$ cat src/rtl/mps_fifo.sv
`timescale 1ns / 1ps
// Small register-based FIFO used between the pooling stages and at the output.
module mps_fifo #(
	parameter int WIDTH = 16,
	parameter int DEPTH = 4
) (
	input  logic                       clk,
	input  logic                       arst_n,
	input  logic                       push,
	input  logic [WIDTH-1:0]           din,
	output logic                       full,
	input  logic                       pop,
	output logic [WIDTH-1:0]           dout,
	output logic                       empty,
	output logic [$clog2(DEPTH+1)-1:0] count
);

	localparam int PB = $clog2(DEPTH);
	localparam int CB = $clog2(DEPTH + 1);

	logic [WIDTH-1:0] mem_q [DEPTH];
	logic [PB-1:0]    wr_ptr_q;
	logic [PB-1:0]    rd_ptr_q;
	logic [CB-1:0]    count_q;
	logic             wr_fire;
	logic             rd_fire;

	assign full    = (count_q == CB'(DEPTH));
	assign empty   = (count_q == '0);
	assign count   = count_q;
	assign dout    = mem_q[rd_ptr_q];
	assign wr_fire = push && !full;
	assign rd_fire = pop && !empty;

	// Store the incoming transaction
	always_ff @(posedge clk) begin
		if (wr_fire) begin
			mem_q[wr_ptr_q] <= din;
		end
	end

	// Advance pointers and occupancy
	always_ff @(posedge clk or negedge arst_n) begin
		if (!arst_n) begin
			wr_ptr_q <= '0;
			rd_ptr_q <= '0;
			count_q  <= '0;
		end else begin
			if (wr_fire) begin
				wr_ptr_q <= (wr_ptr_q == PB'(DEPTH - 1)) ? '0 : wr_ptr_q + 1'b1;
			end
			if (rd_fire) begin
				rd_ptr_q <= (rd_ptr_q == PB'(DEPTH - 1)) ? '0 : rd_ptr_q + 1'b1;
			end
			if (wr_fire && !rd_fire) begin
				count_q <= count_q + 1'b1;
			end else if (rd_fire && !wr_fire) begin
				count_q <= count_q - 1'b1;
			end
		end
	end

	a_fill_up: assert property (@(posedge clk) disable iff (!arst_n)
		(wr_fire && !rd_fire) |=> (count_q == $past(count_q) + 1'b1))
		else $error("fifo occupancy did not grow on a lone write");
	a_ptr_gap: assert property (@(posedge clk) disable iff (!arst_n)
		(count_q == '0) |-> (wr_ptr_q == rd_ptr_q))
		else $error("fifo pointers differ while empty");

endmodule

$ cat config.mk
export PLATFORM = sky130hd
export DESIGN_NAME = mps_fifo
export DESIGN_NICKNAME = d
export VERILOG_FILES = /design/src/rtl/mps_fifo.sv
export SDC_FILE = /design/constraint.sdc
export NUM_CORES = 1
export LEC_CHECK = 0
export ABC_AREA = 1
export BUFFER_PORTS_ARGS = -buffer_cell sky130_fd_sc_hd__clkbuf_2
export CAP_MARGIN = 15
export CORE_MARGIN = 10
export CORE_UTILIZATION = 40
export DETAILED_ROUTE_END_ITERATION = 10
export HOLD_SLACK_MARGIN = 0.08
export PLACE_DENSITY = 0.71
export SLEW_MARGIN = 20
export SYNTH_ARGS = -nofsm -noshare
export SYNTH_HDL_FRONTEND = slang
export SYNTH_SLANG_ARGS = --single-unit
$ cat constraint.sdc
create_clock -name clk -period 4.9 [get_ports clk]
set_input_delay 0.98 -clock clk [delete_from_list [all_inputs] [get_ports clk]]
set_output_delay 0.98 -clock clk [all_outputs]
set_load 0.005 [all_outputs]
==> results of run 1 <==
==> cells in the final DEF, fill, tap and decap left out, types with 5 or more instances in the layout <==
cell type  count
o211ai_2      23
nand3_1        7
clkbuf_2      40
buf_4          5
o211ai_1       9
clkbuf_8       9
edfxtp_1      64
nor2_1         6
inv_1         43
dfrtp_1        6
nand2_2       26
nand2_1       37
ha_1           6
==> report_power, final <==
| group | internal [mW] | switching, mW | leakage, nW | total [mW] |
|---|---|---|---|---|
| registers | 0.803 | 0.153 | 0.670 | 0.956 |
| clock network | 0.283 | 0.198 | 0.102 | 0.481 |
| logic | 0.306 | 0.403 | 0.787 | 0.709 |
| total | 1.39 | 0.755 | 1.56 | 2.15 |
==> critical path: cells and delay by family (launching register included) <==
family / cells / cell delay [ps]
flops: 1 / 1020
simple gates: 1 / 110
compound gates: 1 / 170
buf+inv: 2 / 540
==> final cells by class <==
type | instances | area (sq um) | share of cell area (%)
Multi-Input combinational cell | 118 | 830 | 22.5
Clock inverter | 5 | 72.6 | 1.97
Timing Repair Buffer | 45 | 238 | 6.46
Sequential cell | 71 | 2100 | 57.0
Inverter | 48 | 185 | 5.03
Clock buffer | 11 | 131 | 3.57
Tap cell | 102 | 128 | 3.47
==> per-layer routing <==
layer | share of wire (%) | GRT usage [%] | up-vias
met4 | 0.77 | 5.11 | 0
met1 | 43 | 11.6 | 863
met5 | 0 | 0 | -
met3 | 6.9 | 4.35 | 4
li1 | - | - | 925
met2 | 49 | 16.3 | 33
==> cell usage after synthesis (all sizes together) <==
library cell	number
nand3	7
nand2	63
nand4	1
nor2	6
ha	6
o21ai	1
o211ai	32
xnor2	1
inv	47
dfrtp	7
buf	10
clkinv	1
fa	1
edfxtp	64
==> path summary, 6_finish.rpt <==
kind	from	slack, ps	to
hold reg to reg	count[2]	550	count[2]
hold / removal	arst_n	460	count[2]
max in group asynchronous	arst_n	4260	rd_ptr_q[1]
min in group clk	count[2]	550	count[2]
setup / recovery	rd_ptr_q[0]	1710	dout[10]
setup reg to reg	count[0]	2810	mem_q[2][11]
==> state kept, by name, summed over array words and instances, names as in the netlist <==
| signal | count |
|---|---|
| wr_ptr_q | 2 |
| rd_ptr_q | 2 |
| mem_q | 64 |
| count | 3 |
==> stage by stage <==
| step | utilization [%] | hold slack [ps] |
|---|---|---|
| after detailed placement | 44.6 | 538 |
| after floorplan | - | 492 |
| after global routing | 47.2 | 452 |
| after CTS | 47.2 | 449 |
| after global placement | 44.6 | 521 |
| final | 47.2 | 462 |
==> kinds of logic after synthesis <==
group | synth area share [%]
compound gates | 11.1
flops | 64.8
xor+xnor | 0.271
simple gates | 11.3
buf+inv | 9.62
fa+ha+maj | 2.94
==> out/metrics.cfg, run 1 <==
[place]
gp_congestion=0.731
post-place-ws_ps=2040
postPlaceCellArea_sq_um=3480
dp_cells=384
dp_hpwl_um=4000
place.port_buffers=40

[hold_path]
hp-class=in2async

[cells_and_area]
nFillCells=709
area_growth_pct=13.7
nNetsFinal=320
diodes=0
drive_gt1_share_pct=37.6
fin_area_sq_um=3680
instances_no_fill=400

[cts]
clk_pin_slew_ps=80
postCtsSetupBuffers=0
cts.htree.levels=3
cts_root_buf=clkbuf_8
clock-sinks=71
ctsResizeCount=0
clk_path_buf_depth=2
cts_tree=done
numCtsBuffers=9
postCtsHoldBufs=0
clkLatencyLatePin_ps=340

[power]
total_power_mw=2.15
p_leak_nw=1.56
powerDensity_nw_per_um2=583
irDropWorstVdd_mv=0.245

[floorplanning]
die_area_sq_um=12100
io_pins=41
placementRows=32
die_height_um=110
start_util_pct=41.5
core_area_sq_um=7810
fp.dieW_um=110

[critical_path]
end_kind=primary output
cp-start-kind=flop
critical_path_required_ps=3920
crit_chain=buf_4, o211ai_1, nand2_2, clkbuf_2
ff2ff_path_depth=5
arrival_ps=2210
crit_type=reg2out
max_stage_delay_ps=1020
cp_max_fo=45
crit_slowest_cell=dfrtp_2

[logic_synthesis]
syn-num-nets=274
yosysWarnings=0
netlist_top_cells_area=edfxtp_1 59%, o211ai_2 8.9%, dfrtp_1 5.4%
avgSynthCellArea_sq_um=13.1
syn_inst=247
synth_cell_types=21
synth_top_area_share_pct=59.4
ys_ff_latch=71
yosysTopAreaCell=edfxtp_1
synth-seq-area-share_pct=64.8
synth_area_sq_um=3240

[timing]
skew_ps=13.5
finalSetupTns_ps=0
relSlewSlack_pct=33.0
finalHoldViolCount=0
fmax_mhz=314
fin_ws_ps=1710
setup_violations=0
report.final.slew_viol_count=0
post-route-period-util_pct=65.1
fin_crit_ps=3190
rsz0062_at_grt=false
tightestPinTransition_ps=1000

[drt]
wl_per_cell_um=14.4
viasPerCell=4.56
drt-initial-drc-count=75
totalWireLength_um=5750
final_antenna_net_count=0
drc_errors=0
num_vias=1825
first_pass_iters=4

[global_route]
grt_pass1_vias=1920
grt_usage_pct=10.3
antenna_found_initial=0
grt_start_max_net_pins=46
grt_pass1_wl_um=9290
grt-ovfl-total=0

[job]
cap_violations=0

[status]
status=completed

No activity file was read; power rests on OpenSTA's default activity.
==> inputs of run 2 (changes only) <==
--- a/config.mk
+++ b/config.mk
@@ -12,7 +12,7 @@
 export CORE_UTILIZATION = 40
 export DETAILED_ROUTE_END_ITERATION = 10
 export HOLD_SLACK_MARGIN = 0.08
-export PLACE_DENSITY = 0.71
+export PLACE_DENSITY = 0.73
 export SLEW_MARGIN = 20
 export SYNTH_ARGS = -nofsm -noshare
 export SYNTH_HDL_FRONTEND = slang
==> constraint.sdc (replaced) <==
create_clock -name clk -period 2.7 [get_ports clk]
set_input_delay 0.54 -clock clk [delete_from_list [all_inputs] [get_ports clk]]
set_output_delay 0.54 -clock clk [all_outputs]
set_load 0.005 [all_outputs]
==> run 2 against run 1 <==
Effect of this change:
- critical path depth is 1 higher
- clock skew is 1.3 ps lower
- sequential share of layout area is 0.76 points lower
- critical path type unchanged
- critical endpoint is now dout[11]
- highest routed layer unchanged
==> out/metrics.cfg, run 2 (synthesis results as in run 1) <==
[cells_and_area]
top_register=mem_q
layout_commonest_cell=edfxtp_1
nNetsFinal=324  ; +1.3%
largest_reg_flops=64  ; unchanged
instances_no_fill=404  ; +1.0%
nFillCells=696  ; -1.8%
drive_gt1_share_pct=40.4  ; +2.8 points
area_growth_pct=15.3
most-common-layout-cells=64 x edfxtp_1, 43 x inv_1, 40 x clkbuf_2
diodes=0  ; unchanged

[timing]
relSlewSlack_pct=68.3  ; +35 points
finalSetupTns_ps=0  ; unchanged
rsz0062_at_grt=false
setup_violations=0  ; unchanged
skew_ps=12.2  ; -1.26 ps
tightestPinTransition_ps=475  ; -529 ps
fmax_mhz=442
finalHoldViolCount=0  ; unchanged
report.final.slew_viol_count=0  ; unchanged
post-route-period-util_pct=83.8
fin_crit_ps=2260

[job]
cap_violations=0  ; unchanged

[place]
dp_hpwl_um=4070  ; +1.8%
place.port_buffers=40  ; unchanged
dp_cells=387  ; +0.78%
gp_congestion=0.748  ; +2.3%

[global_route]
grt-ovfl-total=0  ; unchanged
grt_usage_pct=9.92  ; -0.33 points
grt_start_max_net_pins=24  ; -48%
grt_pass1_vias=1919  ; -0.052%
antenna_found_initial=0  ; unchanged
grt_pass1_wl_um=9250  ; -0.45%

[cts]
clkLatencyLatePin_ps=330  ; about the same
numCtsBuffers=9  ; unchanged
cts_tree=done
ctsResizeCount=0  ; unchanged
cts.htree.levels=3  ; unchanged
clk_path_buf_depth=2  ; unchanged
clk_pin_slew_ps=80  ; about the same
clock-sinks=71  ; unchanged
cts_root_buf=clkbuf_8

[status]
status=completed

[floorplanning]
io_pins=41  ; unchanged
start_util_pct=41.5  ; unchanged
die_area_sq_um=12100  ; unchanged
placementRows=32  ; unchanged
die_height_um=110  ; unchanged
core_area_sq_um=7810  ; unchanged
fp.dieW_um=110  ; unchanged

[critical_path]
crit_chain=buf_4, nand2_1, o211ai_1, nand2_2, clkbuf_2
max_stage_delay_ps=610  ; -410 ps
end_kind=primary output
cp-start-kind=flop
crit_slowest_cell=dfrtp_2
cp_max_fo=23  ; -49%
critical_path_required_ps=2160  ; -1760 ps
arrival_ps=1720  ; -490 ps
crit_type=reg2out

[drt]
final_antenna_net_count=0  ; unchanged
num_vias=1852  ; +1.5%
wl_per_cell_um=14.2  ; -1.0%
drc_errors=0  ; unchanged
viasPerCell=4.58  ; +0.47%
totalWireLength_um=5750  ; about the same
first_pass_iters=4  ; unchanged
drt-initial-drc-count=132  ; +76%

[hold_path]
hp-class=in2reg

[power]
p_leak_nw=1.59  ; +1.7%
irDropWorstVdd_mv=0.409  ; +67%
powerDensity_nw_per_um2=1060  ; +82%

run 2: critical path: cells and delay by family (launching register included):
kind	cells	cell delay [ps]
DFF	1	610
buffers and inverters	2	490
and+or+nand+nor	2	180
AOI/OAI and AO/OA	1	110
run 2: routing by layer:
layer  global-route usage (%)  share of wire, %  vias up
met5                        0                 0        -
met2                     17.3                50       33
met4                     3.53              0.63        0
li1                         -                 -      934
met3                     2.84               4.4        4
met1                     11.4                45      881
run 2: cell type report:
class	instances	area, sq um	share of cell area (%)
inverters	48	185	4.96
clock inverters	7	87.6	2.35
flip-flops and latches	71	2100	56.2
well taps	102	128	3.42
clock buffers	9	124	3.32
repair buffers	49	270	7.24
multi-input cells	118	840	22.5
run 2: what timing repair did:
action,4_1_cts,5_1_grt
hold endpoints to repair,7,0
setup buffers,0,0
hold buffers,1,0
run 2: path summary, 6_finish.rpt:
check | endpoint | cells past startpoint | slack, ps | from
max in group asynchronous | rd_ptr_q[0] | 2 | 1920 | arst_n
setup / recovery | dout[11] | 5 | 440 | rd_ptr_q[0]
hold / removal | mem_q[1][4] | 1 | 430 | din[4]
hold reg to reg | wr_ptr_q[1] | 2 | 540 | wr_ptr_q[1]
setup reg to reg | count[2] | 11 | 840 | count[0]
min in group asynchronous | count[1] | 2 | 580 | arst_n
run 2: power by group:
group          total [mW]  internal [mW]  switching (mW)
Combinational        1.44          0.582           0.858
Sequential           1.63           1.46           0.174
Clock               0.879          0.513           0.365
Total                3.95           2.55            1.40
run 2: through the flow:
step / utilization [%] / setup WS (ps) / area (sq um) / power (mW) / hold WS (ps)
3_3_place_gp: 45.0 / 836 / 3510 / 3.10 / 392
2_1_floorplan: - / 887 / 3240 / 2.75 / 244
3_5_place_dp: 45.0 / 765 / 3510 / 3.14 / 395
5_1_grt: 47.8 / 306 / 3730 / 4.25 / 416
4_1_cts: 47.8 / 415 / 3730 / 4.03 / 416
6_report: 47.8 / 437 / 3730 / 3.95 / 430
