`src/rtl/mps_pkg.sv`:
```
`timescale 1ns / 1ps
// Shared constants and types of the streaming 2-D max pooling block.
package mps_pkg;

	// Configuration port geometry
	localparam int CFG_IDX_BITS    = 3;
	localparam int CFG_DATA_BITS   = 9;
	localparam int CFG_DIM_BITS    = 9;
	localparam int CFG_POOL_BITS   = 3;
	localparam int CFG_STRIDE_BITS = 4;

	// Register indexes
	localparam logic [CFG_IDX_BITS-1:0] REG_INPUT_WIDTH  = 3'd0;
	localparam logic [CFG_IDX_BITS-1:0] REG_INPUT_HEIGHT = 3'd1;
	localparam logic [CFG_IDX_BITS-1:0] REG_POOL_WIDTH   = 3'd2;
	localparam logic [CFG_IDX_BITS-1:0] REG_POOL_HEIGHT  = 3'd3;
	localparam logic [CFG_IDX_BITS-1:0] REG_STRIDE_STEP  = 3'd4;

	// Register reset values
	localparam logic [CFG_DIM_BITS-1:0]    RST_INPUT_WIDTH  = 9'd256;
	localparam logic [CFG_DIM_BITS-1:0]    RST_INPUT_HEIGHT = 9'd256;
	localparam logic [CFG_POOL_BITS-1:0]   RST_POOL_WIDTH   = 3'd2;
	localparam logic [CFG_POOL_BITS-1:0]   RST_POOL_HEIGHT  = 3'd2;
	localparam logic [CFG_STRIDE_BITS-1:0] RST_STRIDE_STEP  = 4'd2;

	// Default sizes
	localparam int DEF_MAX_WIDTH  = 256;
	localparam int DEF_MAX_HEIGHT = 256;
	localparam int DEF_MAX_POOL   = 4;
	localparam int DEF_DATA_BITS  = 16;

	// Stride limit and phase counter width
	localparam int MAX_STRIDE = 8;
	localparam int PHASE_BITS = 3;

	// Result width and queue depths
	localparam int POOLED_BITS  = 15;
	localparam int MID_DEPTH    = 4;
	localparam int OUT_DEPTH    = 4;
	localparam int OUT_CNT_BITS = $clog2(OUT_DEPTH + 1);

	typedef struct packed {
		logic [POOLED_BITS-1:0] value;
		logic                   last;
	} result_t;

endpackage

```
`src/rtl/mps_front.sv`:
```
`timescale 1ns / 1ps
// Front end: configuration registers, position and phase counters, item tagging.
module mps_front #(
	parameter int MAX_WIDTH  = mps_pkg::DEF_MAX_WIDTH,
	parameter int MAX_HEIGHT = mps_pkg::DEF_MAX_HEIGHT,
	parameter int MAX_POOL   = mps_pkg::DEF_MAX_POOL,
	parameter int DATA_BITS  = mps_pkg::DEF_DATA_BITS,
	parameter int ITEM_W     = 32
) (
	input  logic                               clk,
	input  logic                               arst_n,
	input  logic                               wr_en,
	input  logic [mps_pkg::CFG_IDX_BITS-1:0]   wr_index,
	input  logic [mps_pkg::CFG_DATA_BITS-1:0]  wr_data,
	input  logic                               push,
	input  logic                               q_full,
	input  logic signed [DATA_BITS-1:0]        sample,
	output logic                               item_push,
	output logic [ITEM_W-1:0]                  item_data
);

	import mps_pkg::*;

	localparam int XB = $clog2(MAX_WIDTH);
	localparam int YB = $clog2(MAX_HEIGHT);
	localparam int BB = $clog2(MAX_POOL);
	localparam int WB = XB + 1;
	localparam int HB = YB + 1;
	localparam int PB = $clog2(MAX_POOL + 1);

	typedef struct packed {
		logic [DATA_BITS-1:0] sample;
		logic [XB-1:0]        col;
		logic [BB-1:0]        bank;
		logic [MAX_POOL-1:0]  rd_mask;
		logic [MAX_POOL-1:0]  pool_mask;
		logic                 emit;
		logic                 last;
	} item_t;

	logic [CFG_DIM_BITS-1:0]    width_q;
	logic [CFG_DIM_BITS-1:0]    height_q;
	logic [CFG_POOL_BITS-1:0]   pool_w_q;
	logic [CFG_POOL_BITS-1:0]   pool_h_q;
	logic [CFG_STRIDE_BITS-1:0] stride_q;

	logic [XB-1:0]         col_q;
	logic [YB-1:0]         row_q;
	logic [BB-1:0]         bank_q;
	logic [PHASE_BITS-1:0] col_phase_q;
	logic [PHASE_BITS-1:0] row_phase_q;

	logic [WB-1:0]              w_eff;
	logic [HB-1:0]              h_eff;
	logic [PB-1:0]              pw_eff;
	logic [PB-1:0]              ph_eff;
	logic [CFG_STRIDE_BITS-1:0] st_eff;
	logic [PHASE_BITS-1:0]      col_phase_n;
	logic [PHASE_BITS-1:0]      row_phase_n;
	logic                       accept;
	item_t                      item;

	assign accept    = push && !q_full;
	assign item_push = accept;
	assign item_data = item;

	// Clamp the registers into their legal ranges
	always_comb begin
		if (width_q == '0) begin
			w_eff = WB'(1);
		end else if (32'(width_q) > 32'(MAX_WIDTH)) begin
			w_eff = WB'(MAX_WIDTH);
		end else begin
			w_eff = WB'(width_q);
		end
		if (height_q == '0) begin
			h_eff = HB'(1);
		end else if (32'(height_q) > 32'(MAX_HEIGHT)) begin
			h_eff = HB'(MAX_HEIGHT);
		end else begin
			h_eff = HB'(height_q);
		end
		if (pool_w_q == '0) begin
			pw_eff = PB'(1);
		end else if (32'(pool_w_q) > 32'(MAX_POOL)) begin
			pw_eff = PB'(MAX_POOL);
		end else begin
			pw_eff = PB'(pool_w_q);
		end
		if (pool_h_q == '0) begin
			ph_eff = PB'(1);
		end else if (32'(pool_h_q) > 32'(MAX_POOL)) begin
			ph_eff = PB'(MAX_POOL);
		end else begin
			ph_eff = PB'(pool_h_q);
		end
		if (stride_q == '0) begin
			st_eff = CFG_STRIDE_BITS'(1);
		end else if (32'(stride_q) > 32'(MAX_STRIDE)) begin
			st_eff = CFG_STRIDE_BITS'(MAX_STRIDE);
		end else begin
			st_eff = stride_q;
		end
	end

	// Work out the phases after this sample
	always_comb begin
		if (32'(col_q) + 32'd1 == 32'(pw_eff)) begin
			col_phase_n = '0;
		end else if (32'(col_q) >= 32'(pw_eff)) begin
			col_phase_n = (32'(col_phase_q) + 32'd1 >= 32'(st_eff)) ? '0
				: col_phase_q + 1'b1;
		end else begin
			col_phase_n = col_phase_q;
		end
		row_phase_n = row_phase_q;
		if (col_q == '0) begin
			if (32'(row_q) + 32'd1 == 32'(ph_eff)) begin
				row_phase_n = '0;
			end else if (32'(row_q) >= 32'(ph_eff)) begin
				row_phase_n = (32'(row_phase_q) + 32'd1 >= 32'(st_eff)) ? '0
					: row_phase_q + 1'b1;
			end
		end
	end

	// Tag the item for the back end
	always_comb begin
		int row_gap;
		row_gap = 0;
		item.sample = sample;
		item.col    = col_q;
		item.bank   = bank_q;
		for (int b = 0; b < MAX_POOL; b++) begin
			row_gap = (32'(bank_q) >= b) ? 32'(bank_q) - b : 32'(bank_q) + MAX_POOL - b;
			item.rd_mask[b] = (row_gap >= 1) && (row_gap < 32'(ph_eff))
				&& (32'(row_q) >= row_gap);
			item.pool_mask[b] = (b < 32'(pw_eff));
		end
		item.emit = (32'(col_q) + 32'd1 >= 32'(pw_eff)) && (32'(row_q) + 32'd1 >= 32'(ph_eff))
			&& (col_phase_n == '0) && (row_phase_n == '0);
		item.last = (32'(col_q) + 32'(st_eff) >= 32'(w_eff))
			&& (32'(row_q) + 32'(st_eff) >= 32'(h_eff));
	end

	// Write registers, restart the frame, advance the counters
	always_ff @(posedge clk or negedge arst_n) begin
		if (!arst_n) begin
			width_q     <= RST_INPUT_WIDTH;
			height_q    <= RST_INPUT_HEIGHT;
			pool_w_q    <= RST_POOL_WIDTH;
			pool_h_q    <= RST_POOL_HEIGHT;
			stride_q    <= RST_STRIDE_STEP;
			col_q       <= '0;
			row_q       <= '0;
			bank_q      <= '0;
			col_phase_q <= '0;
			row_phase_q <= '0;
		end else if (wr_en) begin
			unique case (wr_index)
				REG_INPUT_WIDTH: begin
					width_q <= wr_data;
				end
				REG_INPUT_HEIGHT: begin
					height_q <= wr_data;
				end
				REG_POOL_WIDTH: begin
					pool_w_q <= wr_data[CFG_POOL_BITS-1:0];
				end
				REG_POOL_HEIGHT: begin
					pool_h_q <= wr_data[CFG_POOL_BITS-1:0];
				end
				REG_STRIDE_STEP: begin
					stride_q <= wr_data[CFG_STRIDE_BITS-1:0];
				end
				default: begin
				end
			endcase
			if (wr_index == REG_INPUT_WIDTH || wr_index == REG_INPUT_HEIGHT
				|| wr_index == REG_POOL_WIDTH || wr_index == REG_POOL_HEIGHT
				|| wr_index == REG_STRIDE_STEP) begin
				col_q       <= '0;
				row_q       <= '0;
				bank_q      <= '0;
				col_phase_q <= '0;
				row_phase_q <= '0;
			end
		end else if (accept) begin
			col_phase_q <= col_phase_n;
			row_phase_q <= row_phase_n;
			if (32'(col_q) + 32'd1 >= 32'(w_eff)) begin
				col_q <= '0;
				if (32'(row_q) + 32'd1 >= 32'(h_eff)) begin
					row_q  <= '0;
					bank_q <= '0;
				end else begin
					row_q  <= row_q + 1'b1;
					bank_q <= (bank_q == BB'(MAX_POOL - 1)) ? '0 : bank_q + 1'b1;
				end
			end else begin
				col_q <= col_q + 1'b1;
			end
		end
	end

	a_col_in_frame: assert property (@(posedge clk) disable iff (!arst_n)
		accept |-> (32'(col_q) < 32'(w_eff)))
		else $error("column counter outside the frame on an accepted sample");

endmodule

```
`config.mk`:
```
export PLATFORM = sky130hd
export DESIGN_NAME = mps_front
export DESIGN_NICKNAME = d
export VERILOG_FILES = /design/src/rtl/mps_pkg.sv /design/src/rtl/mps_front.sv
export SDC_FILE = /design/constraint.sdc
export NUM_CORES = 1
export LEC_CHECK = 0
export BUFFER_PORTS_ARGS = -buffer_cell sky130_fd_sc_hd__buf_4
export CORE_MARGIN = 2
export CORE_UTILIZATION = 60
export CTS_BUF_LIST = sky130_fd_sc_hd__clkbuf_16
export DETAILED_ROUTE_END_ITERATION = 8
export PLACE_DENSITY = 0.88
export SYNTH_ARGS = -nofsm -noshare
export SYNTH_HDL_FRONTEND = slang
export SYNTH_SLANG_ARGS = --single-unit
```
`constraint.sdc`:
```
create_clock -name clk -period 8.8 [get_ports clk]
set_clock_uncertainty 0.1 [all_clocks]
set_input_delay 0.44 -clock clk [delete_from_list [all_inputs] [get_ports clk]]
set_output_delay 0.44 -clock clk [all_outputs]
set_load 0.1 [all_outputs]
```
==> qor.yml <==
avgSynthCellArea_sq_um: 8.84
final_area_sq_um: 5510
fp.dieH_um: 96.5
tightest_slew_ns: 1.26
multi_input_area_sq_um: 3490
ir_worst_vdd_uv: 152
start_util: 0.622
gr-total-overflow: 0
hpwl_um: 9210
via_per_inst: 6.20
synth.top_cell.area_share: 0.241
fin_nets: 735
cp-end-kind: "output pin"
status: "finished clean"
finalSetupTns_ns: 0
synthArstFlopShare: 1.00
diodes: 0
hp-class: "primary input to asynchronous set/reset pin"
final_max_slew_viol_count: 0
insertion_delay_ns: 0.30
via_count: 4381
clockRootBuffer: "clkbuf_16"
fill_cells: 638
met3_length_um: 525
critical_path_required_ns: 8.26
p_leak_nw: 2.74
io_pins: 66
ant_nets: 0
min_period_ns: 4.28
start_kind: "register"
post-route-period-util: 0.486
wl_met2_um: 5970
coreArea_sq_um: 8260
synthCells: 581
dr.pass1.iters: 5
yosysTopAreaCell: "ha_1"
avgRoutedWirePerCell_um: 17.2
path_max_fanout: 5
syn_to_final_growth_pct: 7.24
drive_gt1_frac: 0.141
met1_length_um: 5300
final_common_cell: "ha_1"
register_area_sq_um: 1310
numClockSinks: 52
critical_path_arrival_ns: 3.74
clkTransAtPathRegs_ns: 0.07
mostFrequentLayoutCells: "ha_1, nand2_1, dfrtp_1, inv_1, o21ai_0"
die_area_sq_um: 9320
setup_viol: 0
wl_um: 12100
numCtsBuffers: 5
yosysWarnings: 0
power_mw: 1.24
final-hold-violation-count: 0
yosysUniqueCellTypes: 55
post_cts_buffers: 0
antenna_found_initial: 0
grt_pass1_wl_um: 19800
rsz0062_at_grt: "no"
die_w_um: 96.5
hold_buffers: 0
maxSlewHeadroom: 0.157
gp_congestion: 0.879
rows: 33
synth_area_leaders: "ha_1, dfrtp_1, mux2_2"
drc: 0
cts_buffer_depth: 2
cts_tree: "done"
maxCapViolations: 0
synth_flop_cell: "dfrtp_1"
first_global_vias: 4272
final_util: 0.667
routed.top_layer: "met4"
ys_ff_latch: 52
drt-initial-drc-count: 312
globalRouteTotalUtil: 0.273
critPathKind: "register to output pin"
io_buffers: 36
dpl_cell_area_sq_um: 5370
cts_max_level: 2
yosysSeqAreaShare: 0.255
max_freq_ghz: 0.234
power_density_nw_per_um2: 226
syn_area_sq_um: 5140
synth_edf_count: 0
grt_max_degree: 53
cts_resized: 0
[routing by layer]
layer  GRT usage  up-vias
met5           0        -
li1            -     2085
met4       0.122        0
met2       0.465      144
met3      0.0403       33
met1       0.343     2119
[kinds of logic after synthesis]
group / synth area share
AND/OR/NAND/NOR: 0.179
AO/OA/AOI/OAI: 0.150
adder cells (fa/ha/maj): 0.249
buffers and inverters: 0.0692
flip-flops: 0.255
multiplexers: 0.0568
XOR/XNOR: 0.0409
other: 0.000730
[registers in the layout, indices dropped and copies added, names as in the netlist]
signal       count
bank_q           2
col_phase_q      3
col_q            8
height_q         9
pool_h_q         3
pool_w_q         3
row_phase_q      3
row_q            8
stride_q         4
width_q          9
[worst max-delay path: stages, from the launching register on]
cell and delay, ns:
dfrtp_1 0.43, inv_1 0.23, nand2_1 0.29, inv_1 0.18, ha_1 0.25, a21o_1 0.18, a21oi_1 0.27, nor2b_1 0.13
o2111ai_1 0.26, xnor2_1 0.14, ha_1 0.31, o21a_1 0.12, o22ai_1 0.08, a211oi_1 0.24, buf_4 0.33
[per-stage QoR]
stage / hold slack, ns / worst slack (ns) / instances
2_1_floorplan: 0.0444 / 3.30 / 586
3_3_place_gp: 0.390 / 5.02 / 699
3_5_place_dp: 0.400 / 4.99 / 699
4_1_cts: 0.106 / 4.58 / 707
5_1_grt: 0.136 / 4.31 / 707
6_report: 0.0832 / 4.52 / 707
[final timing paths]
kind	start	endpoint	slack, ns	cells after the start
worst max-delay path	stride_q[3]$_DFFE_PN0P_	item_data[0]	4.52	14
worst min-delay path	arst_n	row_q[7]$_DFFE_PN0P_	0.08	1
worst max register to register	col_q[2]$_DFFE_PN0P_	col_q[3]$_DFFE_PN0P_	5.44	11
worst min register to register	stride_q[0]$_DFFE_PN0P_	stride_q[0]$_DFFE_PN0P_	0.42	1
max in group asynchronous	arst_n	col_q[3]$_DFFE_PN0P_	8.07	1
min in group clk	wr_data[8]	width_q[8]$_DFFE_PN1P_	0.27	3
[power by group]
part	switching (mW)	internal, mW
Combinational	0.460	0.254
Sequential	0.0547	0.281
Clock	0.0900	0.103
[area by class of cell]
| type | instances | area share |
|---|---|---|
| flip-flops and latches | 52 | 0.237 |
| clock buffers | 5 | 0.0227 |
| well taps | 105 | 0.0239 |
| inverters | 43 | 0.0293 |
| multi-input cells | 462 | 0.634 |
| repair buffers | 37 | 0.0504 |
| clock inverters | 3 | 0.00227 |
[synth_stat cells (all sizes together) (4+ instances only)]
cell     count
a2111oi      5
a211oi       7
a21o        12
a21oi       28
a22o         4
and2         4
and3         4
buf         17
clkbuf      12
dfrtp       47
dfstp        5
ha          99
inv         41
mux2        25
nand2       60
nand2b      11
nand3       13
nand4        4
nor2        32
nor2b       12
nor3        13
nor3b        5
nor4         8
o21ai       44
o31ai        6
or2          4
xnor2       15
xor2         9
Power figures use the tool's default switching activity.
